--- src/hdl/ppsc_pkg.sv ---
package ppsc_pkg;

  // Parking sequence phases
  typedef enum logic [3:0] {
    PH_INITIAL  = 4'd0,
    PH_SEARCH   = 4'd1,
    PH_MEASURE  = 4'd2,
    PH_POSITION = 4'd3,
    PH_REVERSE  = 4'd4,
    PH_BACK     = 4'd5,
    PH_FRONT    = 4'd6,
    PH_FINISH   = 4'd7,
    PH_STOP     = 4'd8
  } phase_t;

  // Configuration register indexes
  typedef enum logic [2:0] {
    REG_MIN_GAP           = 3'd0,
    REG_REVERSE_LENGTH    = 3'd1,
    REG_STRAIGHTEN_LENGTH = 3'd2,
    REG_BRAKE_BUFFER      = 3'd3,
    REG_PARK_MARGIN       = 3'd4,
    REG_SPEED_FORWARD     = 3'd5,
    REG_SPEED_REVERSE     = 3'd6,
    REG_STOP_TICKS        = 3'd7
  } reg_idx_t;

  localparam int unsigned CFG_DATA_W = 16;
  localparam int unsigned RANGE_W    = 16;
  localparam int unsigned SPEED_W    = 8;
  localparam int unsigned STEER_W    = 10;
  localparam int unsigned PHASE_W    = 4;
  localparam int unsigned COUNT_W    = 6;
  localparam int unsigned OUT_DATA_W = 24;

  // Steering angles in hundredths
  localparam logic signed [STEER_W-1:0] STEER_NEUTRAL    = 10'sd0;
  localparam logic signed [STEER_W-1:0] STEER_POSITION   = -10'sd30;
  localparam logic signed [STEER_W-1:0] STEER_REVERSE    = 10'sd400;
  localparam logic signed [STEER_W-1:0] STEER_BACK_ENTRY = -10'sd500;
  localparam logic signed [STEER_W-1:0] STEER_BACK_DRIVE = -10'sd300;

  localparam logic signed [SPEED_W-1:0] SPEED_ZERO = 8'sd0;
  localparam logic [COUNT_W-1:0]        BRAKE_MAX  = 6'd63;

  typedef struct packed {
    logic        [15:0] min_gap;
    logic        [15:0] reverse_length;
    logic        [15:0] straighten_length;
    logic        [14:0] brake_buffer;
    logic        [14:0] park_margin;
    logic signed [7:0]  speed_forward;
    logic signed [7:0]  speed_reverse;
    logic        [5:0]  stop_ticks;
  } cfg_t;

  localparam cfg_t CFG_RESET = '{
    min_gap:           16'd650,
    reverse_length:    16'd600,
    straighten_length: 16'd500,
    brake_buffer:      15'd220,
    park_margin:       15'd300,
    speed_forward:     8'sd2,
    speed_reverse:     8'sd1,
    stop_ticks:        6'd20
  };

  // Sequencer state apart from the path mark
  typedef struct packed {
    phase_t                     phase;
    logic signed [RANGE_W-1:0]  prev_side;
    logic        [COUNT_W-1:0]  brake_count;
    logic signed [SPEED_W-1:0]  speed;
    logic signed [STEER_W-1:0]  steer;
  } ctl_state_t;

  localparam ctl_state_t STATE_RESET = '{
    phase:       PH_INITIAL,
    prev_side:   16'sd0,
    brake_count: 6'd0,
    speed:       8'sd0,
    steer:       10'sd0
  };

endpackage

--- src/hdl/ppsc_step.sv ---
module ppsc_step #(
  parameter int unsigned PATH_WIDTH = 32
) (
  input  ppsc_pkg::cfg_t                            cfg,
  input  ppsc_pkg::ctl_state_t                      state_cur,
  input  logic [PATH_WIDTH-1:0]                     start_path_cur,
  input  logic [PATH_WIDTH-1:0]                     path,
  input  logic signed [ppsc_pkg::RANGE_W-1:0]       side,
  input  logic signed [ppsc_pkg::RANGE_W-1:0]       rear,
  input  logic signed [ppsc_pkg::RANGE_W-1:0]       front,
  output ppsc_pkg::ctl_state_t                      state_nxt,
  output logic [PATH_WIDTH-1:0]                     start_path_nxt,
  output logic                                      parked
);

  logic [PATH_WIDTH-1:0]             path_delta;
  logic [ppsc_pkg::COUNT_W-1:0]      bc_inc;
  logic [ppsc_pkg::COUNT_W-1:0]      bc_wait;
  logic                              wait_done;
  logic                              side_seen;
  logic                              side_clear;
  logic                              rear_brake;
  logic                              front_brake;
  logic                              rear_finish;
  logic                              front_finish;

  // Path since the last mark, wrapping
  assign path_delta = path - start_path_cur;

  // Brake wait counter, saturating, cleared when the wait completes
  assign bc_inc    = (state_cur.brake_count == ppsc_pkg::BRAKE_MAX) ? ppsc_pkg::BRAKE_MAX
                   : state_cur.brake_count + ppsc_pkg::COUNT_W'(1);
  assign wait_done = bc_inc > cfg.stop_ticks;
  assign bc_wait   = wait_done ? '0 : bc_inc;

  // Object seen on two ticks in a row, or missing on two ticks in a row
  assign side_seen  = (side > 0) && (state_cur.prev_side > 0);
  assign side_clear = side[ppsc_pkg::RANGE_W-1] && state_cur.prev_side[ppsc_pkg::RANGE_W-1];

  // Range windows; the sign bit rules out "nothing seen"
  assign rear_brake   = !rear[ppsc_pkg::RANGE_W-1] && (rear[14:0] <= cfg.brake_buffer);
  assign front_brake  = !front[ppsc_pkg::RANGE_W-1] && (front[14:0] <= cfg.brake_buffer);
  assign rear_finish  = !rear[ppsc_pkg::RANGE_W-1] && (rear[14:0] != 15'd0)
                      && (rear[14:0] <= cfg.park_margin);
  assign front_finish = !front[ppsc_pkg::RANGE_W-1] && (front[14:0] != 15'd0)
                      && (front[14:0] <= cfg.park_margin);

  // Step the sequence by one tick
  always_comb begin
    state_nxt           = state_cur;
    state_nxt.prev_side = side;
    start_path_nxt      = start_path_cur;
    parked              = 1'b0;
    unique case (state_cur.phase)
      ppsc_pkg::PH_INITIAL: begin
        state_nxt.speed = cfg.speed_forward;
        state_nxt.steer = ppsc_pkg::STEER_NEUTRAL;
        if (side_seen) begin
          state_nxt.phase = ppsc_pkg::PH_SEARCH;
        end
      end
      ppsc_pkg::PH_SEARCH: begin
        state_nxt.speed = cfg.speed_forward;
        if (side_clear) begin
          start_path_nxt  = path;
          state_nxt.phase = ppsc_pkg::PH_MEASURE;
        end
      end
      ppsc_pkg::PH_MEASURE: begin
        if (side_seen) begin
          if (path_delta > PATH_WIDTH'(cfg.min_gap)) begin
            state_nxt.speed = ppsc_pkg::SPEED_ZERO;
            state_nxt.steer = ppsc_pkg::STEER_POSITION;
            state_nxt.phase = ppsc_pkg::PH_POSITION;
          end else begin
            state_nxt.phase = ppsc_pkg::PH_SEARCH;
          end
        end
      end
      ppsc_pkg::PH_POSITION: begin
        state_nxt.brake_count = bc_wait;
        if (wait_done) begin
          state_nxt.speed = cfg.speed_reverse;
          state_nxt.steer = ppsc_pkg::STEER_REVERSE;
          start_path_nxt  = path;
          state_nxt.phase = ppsc_pkg::PH_REVERSE;
        end
      end
      ppsc_pkg::PH_REVERSE: begin
        if (path_delta > PATH_WIDTH'(cfg.reverse_length)) begin
          state_nxt.steer = ppsc_pkg::STEER_BACK_ENTRY;
          start_path_nxt  = path;
          state_nxt.phase = ppsc_pkg::PH_BACK;
        end
      end
      ppsc_pkg::PH_BACK: begin
        state_nxt.speed = cfg.speed_reverse;
        state_nxt.steer = ppsc_pkg::STEER_BACK_DRIVE;
        if (path_delta > PATH_WIDTH'(cfg.straighten_length)) begin
          state_nxt.speed = ppsc_pkg::SPEED_ZERO;
          state_nxt.steer = ppsc_pkg::STEER_NEUTRAL;
          state_nxt.phase = ppsc_pkg::PH_FRONT;
        end else if (rear_brake) begin
          state_nxt.speed       = ppsc_pkg::SPEED_ZERO;
          state_nxt.brake_count = bc_wait;
          if (wait_done) begin
            state_nxt.phase = ppsc_pkg::PH_FRONT;
          end
        end
      end
      ppsc_pkg::PH_FRONT: begin
        if (front_brake) begin
          state_nxt.speed       = ppsc_pkg::SPEED_ZERO;
          state_nxt.brake_count = bc_wait;
          if (wait_done) begin
            state_nxt.phase = ppsc_pkg::PH_FINISH;
          end
        end
      end
      ppsc_pkg::PH_FINISH: begin
        if (rear_finish) begin
          state_nxt.speed = cfg.speed_forward;
        end else if (front_finish) begin
          state_nxt.speed = cfg.speed_reverse;
        end else begin
          state_nxt.speed = ppsc_pkg::SPEED_ZERO;
          state_nxt.phase = ppsc_pkg::PH_STOP;
        end
      end
      ppsc_pkg::PH_STOP: begin
        state_nxt.speed       = ppsc_pkg::SPEED_ZERO;
        state_nxt.brake_count = bc_wait;
        parked                = wait_done;
      end
      default: begin
        // Unused codes only hold the outputs
        state_nxt.phase = state_cur.phase;
      end
    endcase
  end

endmodule

--- src/hdl/parallel_parking_sequencer_core.sv ---
// Channel | Direction | Handshake            | Payload
// in_     | slave     | in_tvalid/in_tready  | in_tdata: path, side, rear, front ranges
// out_    | master    | out_tvalid/out_tready| out_tdata: speed, steer, phase; out_tuser: parked
// cfg_    | slave     | cfg_valid/cfg_ready  | cfg_index, cfg_data
//
// One tick per clock cycle unless the result side stalls; each request is taken
// into the input register and its result into the result register, which presents it,
// with one step of sequencer logic between the two registers. Reset is
// synchronous: it clears the phase and held commands and loads the default
// register values. While out_tready is low the result holds and one more
// request waits in the input register; after that in_tready drops. The
// register port never stalls.
module parallel_parking_sequencer_core #(
  parameter int unsigned PATH_WIDTH = 32
) (
  input  logic                                 clk,
  input  logic                                 rst_n,
  // in_tdata, lowest bit up: path_travelled, side_range, rear_range, front_range
  input  logic                                 in_tvalid,
  output logic                                 in_tready,
  input  logic [((PATH_WIDTH+48+7)/8)*8-1:0]   in_tdata,
  // out_tdata, lowest bit up: speed_cmd, steer_cmd, phase
  output logic                                 out_tvalid,
  input  logic                                 out_tready,
  output logic [ppsc_pkg::OUT_DATA_W-1:0]      out_tdata,
  // out_tuser: parked
  output logic                                 out_tuser,
  input  logic                                 cfg_valid,
  output logic                                 cfg_ready,
  input  logic [2:0]                           cfg_index,
  input  logic [ppsc_pkg::CFG_DATA_W-1:0]      cfg_data
);

  localparam int unsigned RW = ppsc_pkg::RANGE_W;

  ppsc_pkg::cfg_t                 cfg_r;
  ppsc_pkg::ctl_state_t           state_r;
  ppsc_pkg::ctl_state_t           state_nxt;
  logic [PATH_WIDTH-1:0]          start_path_r;
  logic [PATH_WIDTH-1:0]          start_path_nxt;
  logic                           parked_nxt;

  logic                           s1_valid_r;
  logic [PATH_WIDTH-1:0]          s1_path_r;
  logic signed [RW-1:0]           s1_side_r;
  logic signed [RW-1:0]           s1_rear_r;
  logic signed [RW-1:0]           s1_front_r;

  logic                           out_valid_r;
  ppsc_pkg::ctl_state_t           out_state_r;
  logic                           out_parked_r;

  logic                           in_fire;
  logic                           out_free;
  logic                           s1_fire;

  // Handshake
  assign out_free  = !out_valid_r || out_tready;
  assign s1_fire   = s1_valid_r && out_free;
  assign in_tready = !s1_valid_r || out_free;
  assign in_fire   = in_tvalid && in_tready;
  assign cfg_ready = 1'b1;

  // Write configuration registers
  always_ff @(posedge clk) begin
    if (!rst_n) begin
      cfg_r <= ppsc_pkg::CFG_RESET;
    end else if (cfg_valid) begin
      unique case (ppsc_pkg::reg_idx_t'(cfg_index))
        ppsc_pkg::REG_MIN_GAP:           cfg_r.min_gap           <= cfg_data;
        ppsc_pkg::REG_REVERSE_LENGTH:    cfg_r.reverse_length    <= cfg_data;
        ppsc_pkg::REG_STRAIGHTEN_LENGTH: cfg_r.straighten_length <= cfg_data;
        ppsc_pkg::REG_BRAKE_BUFFER:      cfg_r.brake_buffer      <= cfg_data[14:0];
        ppsc_pkg::REG_PARK_MARGIN:       cfg_r.park_margin       <= cfg_data[14:0];
        ppsc_pkg::REG_SPEED_FORWARD:     cfg_r.speed_forward     <= $signed(cfg_data[7:0]);
        ppsc_pkg::REG_SPEED_REVERSE:     cfg_r.speed_reverse     <= $signed(cfg_data[7:0]);
        ppsc_pkg::REG_STOP_TICKS:        cfg_r.stop_ticks        <= cfg_data[5:0];
      endcase
    end
  end

  // Input register control
  always_ff @(posedge clk) begin
    if (!rst_n) begin
      s1_valid_r <= 1'b0;
    end else if (in_tready) begin
      s1_valid_r <= in_tvalid;
    end
  end

  // Capture request payload
  always_ff @(posedge clk) begin
    if (in_fire) begin
      s1_path_r  <= in_tdata[PATH_WIDTH-1:0];
      s1_side_r  <= $signed(in_tdata[PATH_WIDTH+RW-1:PATH_WIDTH]);
      s1_rear_r  <= $signed(in_tdata[PATH_WIDTH+2*RW-1:PATH_WIDTH+RW]);
      s1_front_r <= $signed(in_tdata[PATH_WIDTH+3*RW-1:PATH_WIDTH+2*RW]);
    end
  end

  ppsc_step #(
    .PATH_WIDTH(PATH_WIDTH)
  ) u_step (
    .cfg            (cfg_r),
    .state_cur      (state_r),
    .start_path_cur (start_path_r),
    .path           (s1_path_r),
    .side           (s1_side_r),
    .rear           (s1_rear_r),
    .front          (s1_front_r),
    .state_nxt      (state_nxt),
    .start_path_nxt (start_path_nxt),
    .parked         (parked_nxt)
  );

  // Advance sequencer state on each tick
  always_ff @(posedge clk) begin
    if (!rst_n) begin
      state_r      <= ppsc_pkg::STATE_RESET;
      start_path_r <= '0;
    end else if (s1_fire) begin
      state_r      <= state_nxt;
      start_path_r <= start_path_nxt;
    end
  end

  // Result register control
  always_ff @(posedge clk) begin
    if (!rst_n) begin
      out_valid_r <= 1'b0;
    end else if (out_free) begin
      out_valid_r <= s1_valid_r;
    end
  end

  // Load result payload
  always_ff @(posedge clk) begin
    if (s1_fire) begin
      out_state_r  <= state_nxt;
      out_parked_r <= parked_nxt;
    end
  end

  assign out_tvalid = out_valid_r;
  assign out_tdata  = {2'b00, out_state_r.phase, out_state_r.steer, out_state_r.speed};
  assign out_tuser  = out_parked_r;

endmodule

--- config.mk ---
export PLATFORM = sky130hd
export DESIGN_NAME = parallel_parking_sequencer_core
export DESIGN_NICKNAME = d
export VERILOG_FILES = /design/src/hdl/ppsc_pkg.sv /design/src/hdl/ppsc_step.sv /design/src/hdl/parallel_parking_sequencer_core.sv
export SDC_FILE = /design/constraint.sdc
export NUM_CORES = 1
export LEC_CHECK = 0
export BUFFER_PORTS_ARGS = -buffer_cell sky130_fd_sc_hd__buf_2
export CAP_MARGIN = 20
export CORE_MARGIN = 2
export CORE_UTILIZATION = 52
export DETAILED_ROUTE_END_ITERATION = 10
export GPL_TIMING_DRIVEN = 0
export PLACE_DENSITY = 0.71
export SLEW_MARGIN = 20
export SYNTH_ARGS = -nofsm -noshare
export SYNTH_HDL_FRONTEND = slang
export SYNTH_HIERARCHICAL = 1
export SYNTH_SLANG_ARGS = --single-unit
--- constraint.sdc ---
create_clock -name clk -period 5.3 [get_ports clk]
set_clock_uncertainty 0.05 [all_clocks]
set_input_delay 0 -clock clk [delete_from_list [all_inputs] [get_ports clk]]
set_output_delay 0 -clock clk [all_outputs]
set_load 0.1 [all_outputs]
==> metrics.md <==
| Metric | Value |
|---|---|
| Starting density of the core | `between 50% and 60%` |
| Run status | `complete, no violations` |
| Wire per inst | `between 15 and 20 um` |
| Max VDD drop | `approximately 250 uV` |
| Area of the multi-input gates | `between 0.008 and 0.009 mm2` |
| Seq cells post-synth | `~280` |
| Post-layout util | `63.9%` |
| Worst path arrival time | `about 5500 ps` |
| Pwr Total | `roughly 5.4 mW` |
| Post-synthesis sequential area ratio | `40.9%` |
| Worst-case clock buffer depth | `3` |
| DRT Pass-1 Iters | `5` |
| Drc violations | `0` |
| Later-pin clock latency in the skew report | `roughly 560 ps` |
| Synthesized instance count | `1783` |
| Num Clock Sinks | `about 280` |
| Final-report hold violation count | `0` |
| Count of final max-slew check failures | `0` |
| Ranking of synthesized cells by area | `sky130_fd_sc_hd__dfxtp_1 22%, sky130_fd_sc_hd__edfxtp_1 19%, sky130_fd_sc_hd__ha_1 11%` |
| Clock-pin slew of the registers on the worst-case setup and hold paths | `approximately 60 ps` |
| Die Width | `181 um` |
| FP Rows | `between 60 and 70` |
| First-pass GRT wire length | `71.5 mm` |
| H-tree level count | `1` |
| Antenna violation net count after detailed routing | `0` |
| Clock buffers created by TritonCTS | `30` |
| Core region area | `slightly above 0.03 mm2` |
| Most frequent cell after synthesis | `sky130_fd_sc_hd__nand2_1` |
| Global router's overall resource usage | `a little over a quarter` |
| Ports placed on the boundary | `~130` |
| Layout area overhead | `20.4%` |
| Leakage power summed over all cells | `8.01 nW` |
| Pre-CTS setup slack | `~250 ps` |
| Number of global-route vias before repair | `about 13000` |
| Type of the most critical hold path | `in -> reg` |
| Cell accounting for the most synthesized area | `sky130_fd_sc_hd__dfxtp_1` |
| RSZ-0062 raised after global routing | `false` |
| Count of vias placed by the detailed router | `around 14000` |
| GPL Wtd Cong | `between 0.9 and 1` |
| Worst flop-to-flop path startpoint | `s1_path_r[1]$_DFFE_PP_` |
| Share of post-route cells with drive strength above 1 | `12.6%` |
| Filler Cell Count | `between 2000 and 3000` |
| Cell chosen for the clock root | `sky130_fd_sc_hd__clkbuf_16` |
| Avg Vias per Cell | `between 5 and 6` |
| Kind of critical path | `reg -> reg` |
| Final wirelength | `between 40 and 50 mm` |
| Number of violations reported at the end of detailed-routing iteration 0 | `approximately 1200` |
| Worst Setup Start Kind | `register` |
| Kind of capture point of the worst setup path | `register` |
| Slew headroom | `between 20% and 30%` |
| Pwr dens | `approximately 280 mW/mm2` |
| Area share of the largest cell type after synthesis | `between 20% and 30%` |
| Netlist cell types | `between 70 and 80` |
| Avg Synthesized Cell Area | `just over 9 um2` |
| Max FO, Critical Path | `8` |
| Pin count of the biggest net entering global routing | `42` |
| Synth Warn # | `6` |
| Maximum capacitance violations | `0` |
| Die Height | `181 um` |
| Crit path to | `state_r[17]$_SDFFE_PN0P_` |
| Count of buffers from port buffering | `approximately 120` |
| Number of antenna violations at the first check in global routing | `0` |
| Global route overflow | `0` |
| Worst reg2reg path depth | `19` |
| Number of antenna repair diodes | `0` |
| Setup TNS | `0 ps` |
| Fmax | `~200 MHz` |
| Final period demand of the worst path | `a little over 5000 ps` |
| Count of flip-flops with a built-in enable after synthesis | `103` |
| Sequential cell area | `around 0.0067 mm2` |
| Worst reg2reg endpoint | `state_r[17]$_SDFFE_PN0P_` |
| Fraction of the cycle the final worst path needs | `roughly 95%` |
| TritonCTS clock tree | `yes` |
| Required time of the critical path | `5730 ps` |
| Crit path setup slack, layout | `roughly 260 ps` |
| Commonest cells in the synthesized netlist | `289 x sky130_fd_sc_hd__nand2_1, 178 x sky130_fd_sc_hd__dfxtp_1, 146 x sky130_fd_sc_hd__ha_1, 137 x sky130_fd_sc_hd__mux2i_1, 134 x sky130_fd_sc_hd__inv_1` |
| Mapped cell area | `between 0.015 and 0.02 mm2` |
| Full die area | `0.0327 mm2` |
| Net total in the final layout | `2300` |
| Actual slew at the worst max-slew pin | `approximately 1200 ps` |
| Launch point of the worst path | `s1_path_r[1]$_DFFE_PP_` |
| Worst reg-to-reg setup slack | `between 200 and 300 ps` |
| Final setup violating endpoints | `0` |
| Total half-perimeter wirelength after legalization and detailed placement | `~33 mm` |
| Dominant synthesized flop cell | `sky130_fd_sc_hd__dfxtp_1` |
| Share of flip-flops with an asynchronous set or reset after synthesis | `0%` |
[how the worst min path moves through the flow]
stage	from	end	cells after the start
floorplan	in_tdata[64]	s1_front_r[0]$_DFFE_PP_	0
global placement	in_tdata[32]	s1_side_r[0]$_DFFE_PP_	1
detailed placement	in_tdata[0]	s1_path_r[0]$_DFFE_PP_	1
CTS	in_tdata[43]	s1_side_r[11]$_DFFE_PP_	2
global route	in_tdata[65]	s1_front_r[1]$_DFFE_PP_	2
finish	in_tdata[49]	s1_rear_r[1]$_DFFE_PP_	2
[through the flow]
step / hold WS (ps) / instance area (um2) / instances
2_1_floorplan: 48.9 / 16300 / 1784
3_3_place_gp: 126 / 17400 / 2304
3_5_place_dp: 128 / 17400 / 2305
4_1_cts: 71.3 / 19600 / 2466
5_1_grt: 83.2 / 19600 / 2468
6_report: 97.6 / 19600 / 2468
[worst max-delay path, cell delays in order, from the launching register on]
cell and delay (ps):
sky130_fd_sc_hd__edfxtp_1 460, sky130_fd_sc_hd__ha_1 310, sky130_fd_sc_hd__nor2b_1 170, sky130_fd_sc_hd__o2111ai_1 180, sky130_fd_sc_hd__a211o_1 430, sky130_fd_sc_hd__a21oi_1 320, sky130_fd_sc_hd__xor2_1 380, sky130_fd_sc_hd__ha_1 330
sky130_fd_sc_hd__a21o_1 160, sky130_fd_sc_hd__a21o_1 170, sky130_fd_sc_hd__a21oi_1 150, sky130_fd_sc_hd__o21ai_0 140, sky130_fd_sc_hd__a21oi_1 140, sky130_fd_sc_hd__a31oi_1 110, sky130_fd_sc_hd__nor2_1 170, sky130_fd_sc_hd__a21oi_1 150
sky130_fd_sc_hd__o21ai_1 600, sky130_fd_sc_hd__a221o_1 330, sky130_fd_sc_hd__nand2_1 60, sky130_fd_sc_hd__mux2i_1 150
[layer usage]
| metal | part of all wire, % | global-route usage, % | vias to the layer above |
|---|---|---|---|
| li1 | - | - | 6867 |
| met2 | 46 | 44.2 | 418 |
| met1 | 45 | 37.2 | 6647 |
| met5 | 0 | 0 | - |
| met4 | 2.5 | 6.94 | 0 |
| met3 | 6.5 | 4.11 | 71 |
[state kept, by name (all words and copies together) (netlist names)]
name	cells
cfg_r	100
s1_valid_r	1
s1_front_r	16
s1_rear_r	16
s1_side_r	16
out_tvalid	1
s1_path_r	32
out_tuser	1
state_r	44
start_path_r	32
out_tdata	22
[power breakdown]
| part | switching [mW] | internal (mW) | total [mW] |
|---|---|---|---|
| Sequential | 0.0437 | 2.31 | 2.36 |
| Clock | 0.867 | 1.37 | 2.24 |
| Combinational | 0.508 | 0.317 | 0.825 |
[cells in the final DEF (no fill, tap or decap), types with 8 or more instances in the layout]
| master | synthesis | final |
|---|---|---|
| sky130_fd_sc_hd__buf_4 | 22 | 24 |
| sky130_fd_sc_hd__nor4_1 | 21 | 21 |
| sky130_fd_sc_hd__a221o_1 | 9 | 9 |
| sky130_fd_sc_hd__nand2_1 | 289 | 289 |
| sky130_fd_sc_hd__nand2b_1 | 14 | 14 |
| sky130_fd_sc_hd__o211ai_1 | 11 | 11 |
| sky130_fd_sc_hd__nand3_1 | 81 | 81 |
| sky130_fd_sc_hd__ha_1 | 146 | 146 |
| sky130_fd_sc_hd__xnor2_1 | 15 | 15 |
| sky130_fd_sc_hd__dlygate4sd3_1 | 0 | 106 |
| sky130_fd_sc_hd__mux2i_1 | 137 | 137 |
| sky130_fd_sc_hd__nand4_1 | 38 | 38 |
| sky130_fd_sc_hd__o21a_1 | 15 | 15 |
| sky130_fd_sc_hd__buf_1 | 8 | 8 |
| sky130_fd_sc_hd__edfxtp_1 | 103 | 103 |
| sky130_fd_sc_hd__buf_2 | 22 | 146 |
| sky130_fd_sc_hd__o21ai_2 | 12 | 12 |
| sky130_fd_sc_hd__clkbuf_16 | 0 | 34 |
| sky130_fd_sc_hd__dfxtp_1 | 178 | 178 |
| sky130_fd_sc_hd__and2_1 | 12 | 11 |
| sky130_fd_sc_hd__o21ai_0 | 106 | 106 |
| sky130_fd_sc_hd__a21o_1 | 37 | 37 |
| sky130_fd_sc_hd__a31oi_1 | 11 | 11 |
| sky130_fd_sc_hd__nand3_2 | 8 | 8 |
| sky130_fd_sc_hd__inv_1 | 134 | 134 |
| sky130_fd_sc_hd__nor3_1 | 19 | 19 |
| sky130_fd_sc_hd__xor2_1 | 10 | 9 |
| sky130_fd_sc_hd__a21oi_1 | 80 | 79 |
| sky130_fd_sc_hd__nor2_1 | 58 | 58 |
| sky130_fd_sc_hd__clkbuf_1 | 53 | 58 |
| sky130_fd_sc_hd__nor2b_1 | 20 | 20 |
[cell type report]
| cell class | instances | share of cell area, % |
|---|---|---|
| repair buffers | 233 | 8.76 |
| inverters | 134 | 2.57 |
| plain buffers | 109 | 2.80 |
| clock buffers | 44 | 4.79 |
| clock inverters | 11 | 0.715 |
| multi-input cells | 1260 | 43.9 |
| flip-flops and latches | 281 | 34.0 |
| well taps | 396 | 2.53 |
[what timing repair did]
item                                    CTS  global route
endpoints found under the setup margin    0            10
buffers inserted                          0             2
gates resized for setup                   0             2
hold buffers                            106             0
hold endpoints to repair                186             0
[kinds of logic after synthesis]
logic type | synth area share, %
buffers and inverters | 6.46
and+or+nand+nor | 17.2
other | 0.0461
adders and majority gates | 11.3
AOI/OAI and AO/OA | 14.1
xor gates and xnor gates | 1.35
DFF | 40.9
muxes | 8.56
No activity file was read; power rests on OpenSTA's default activity.
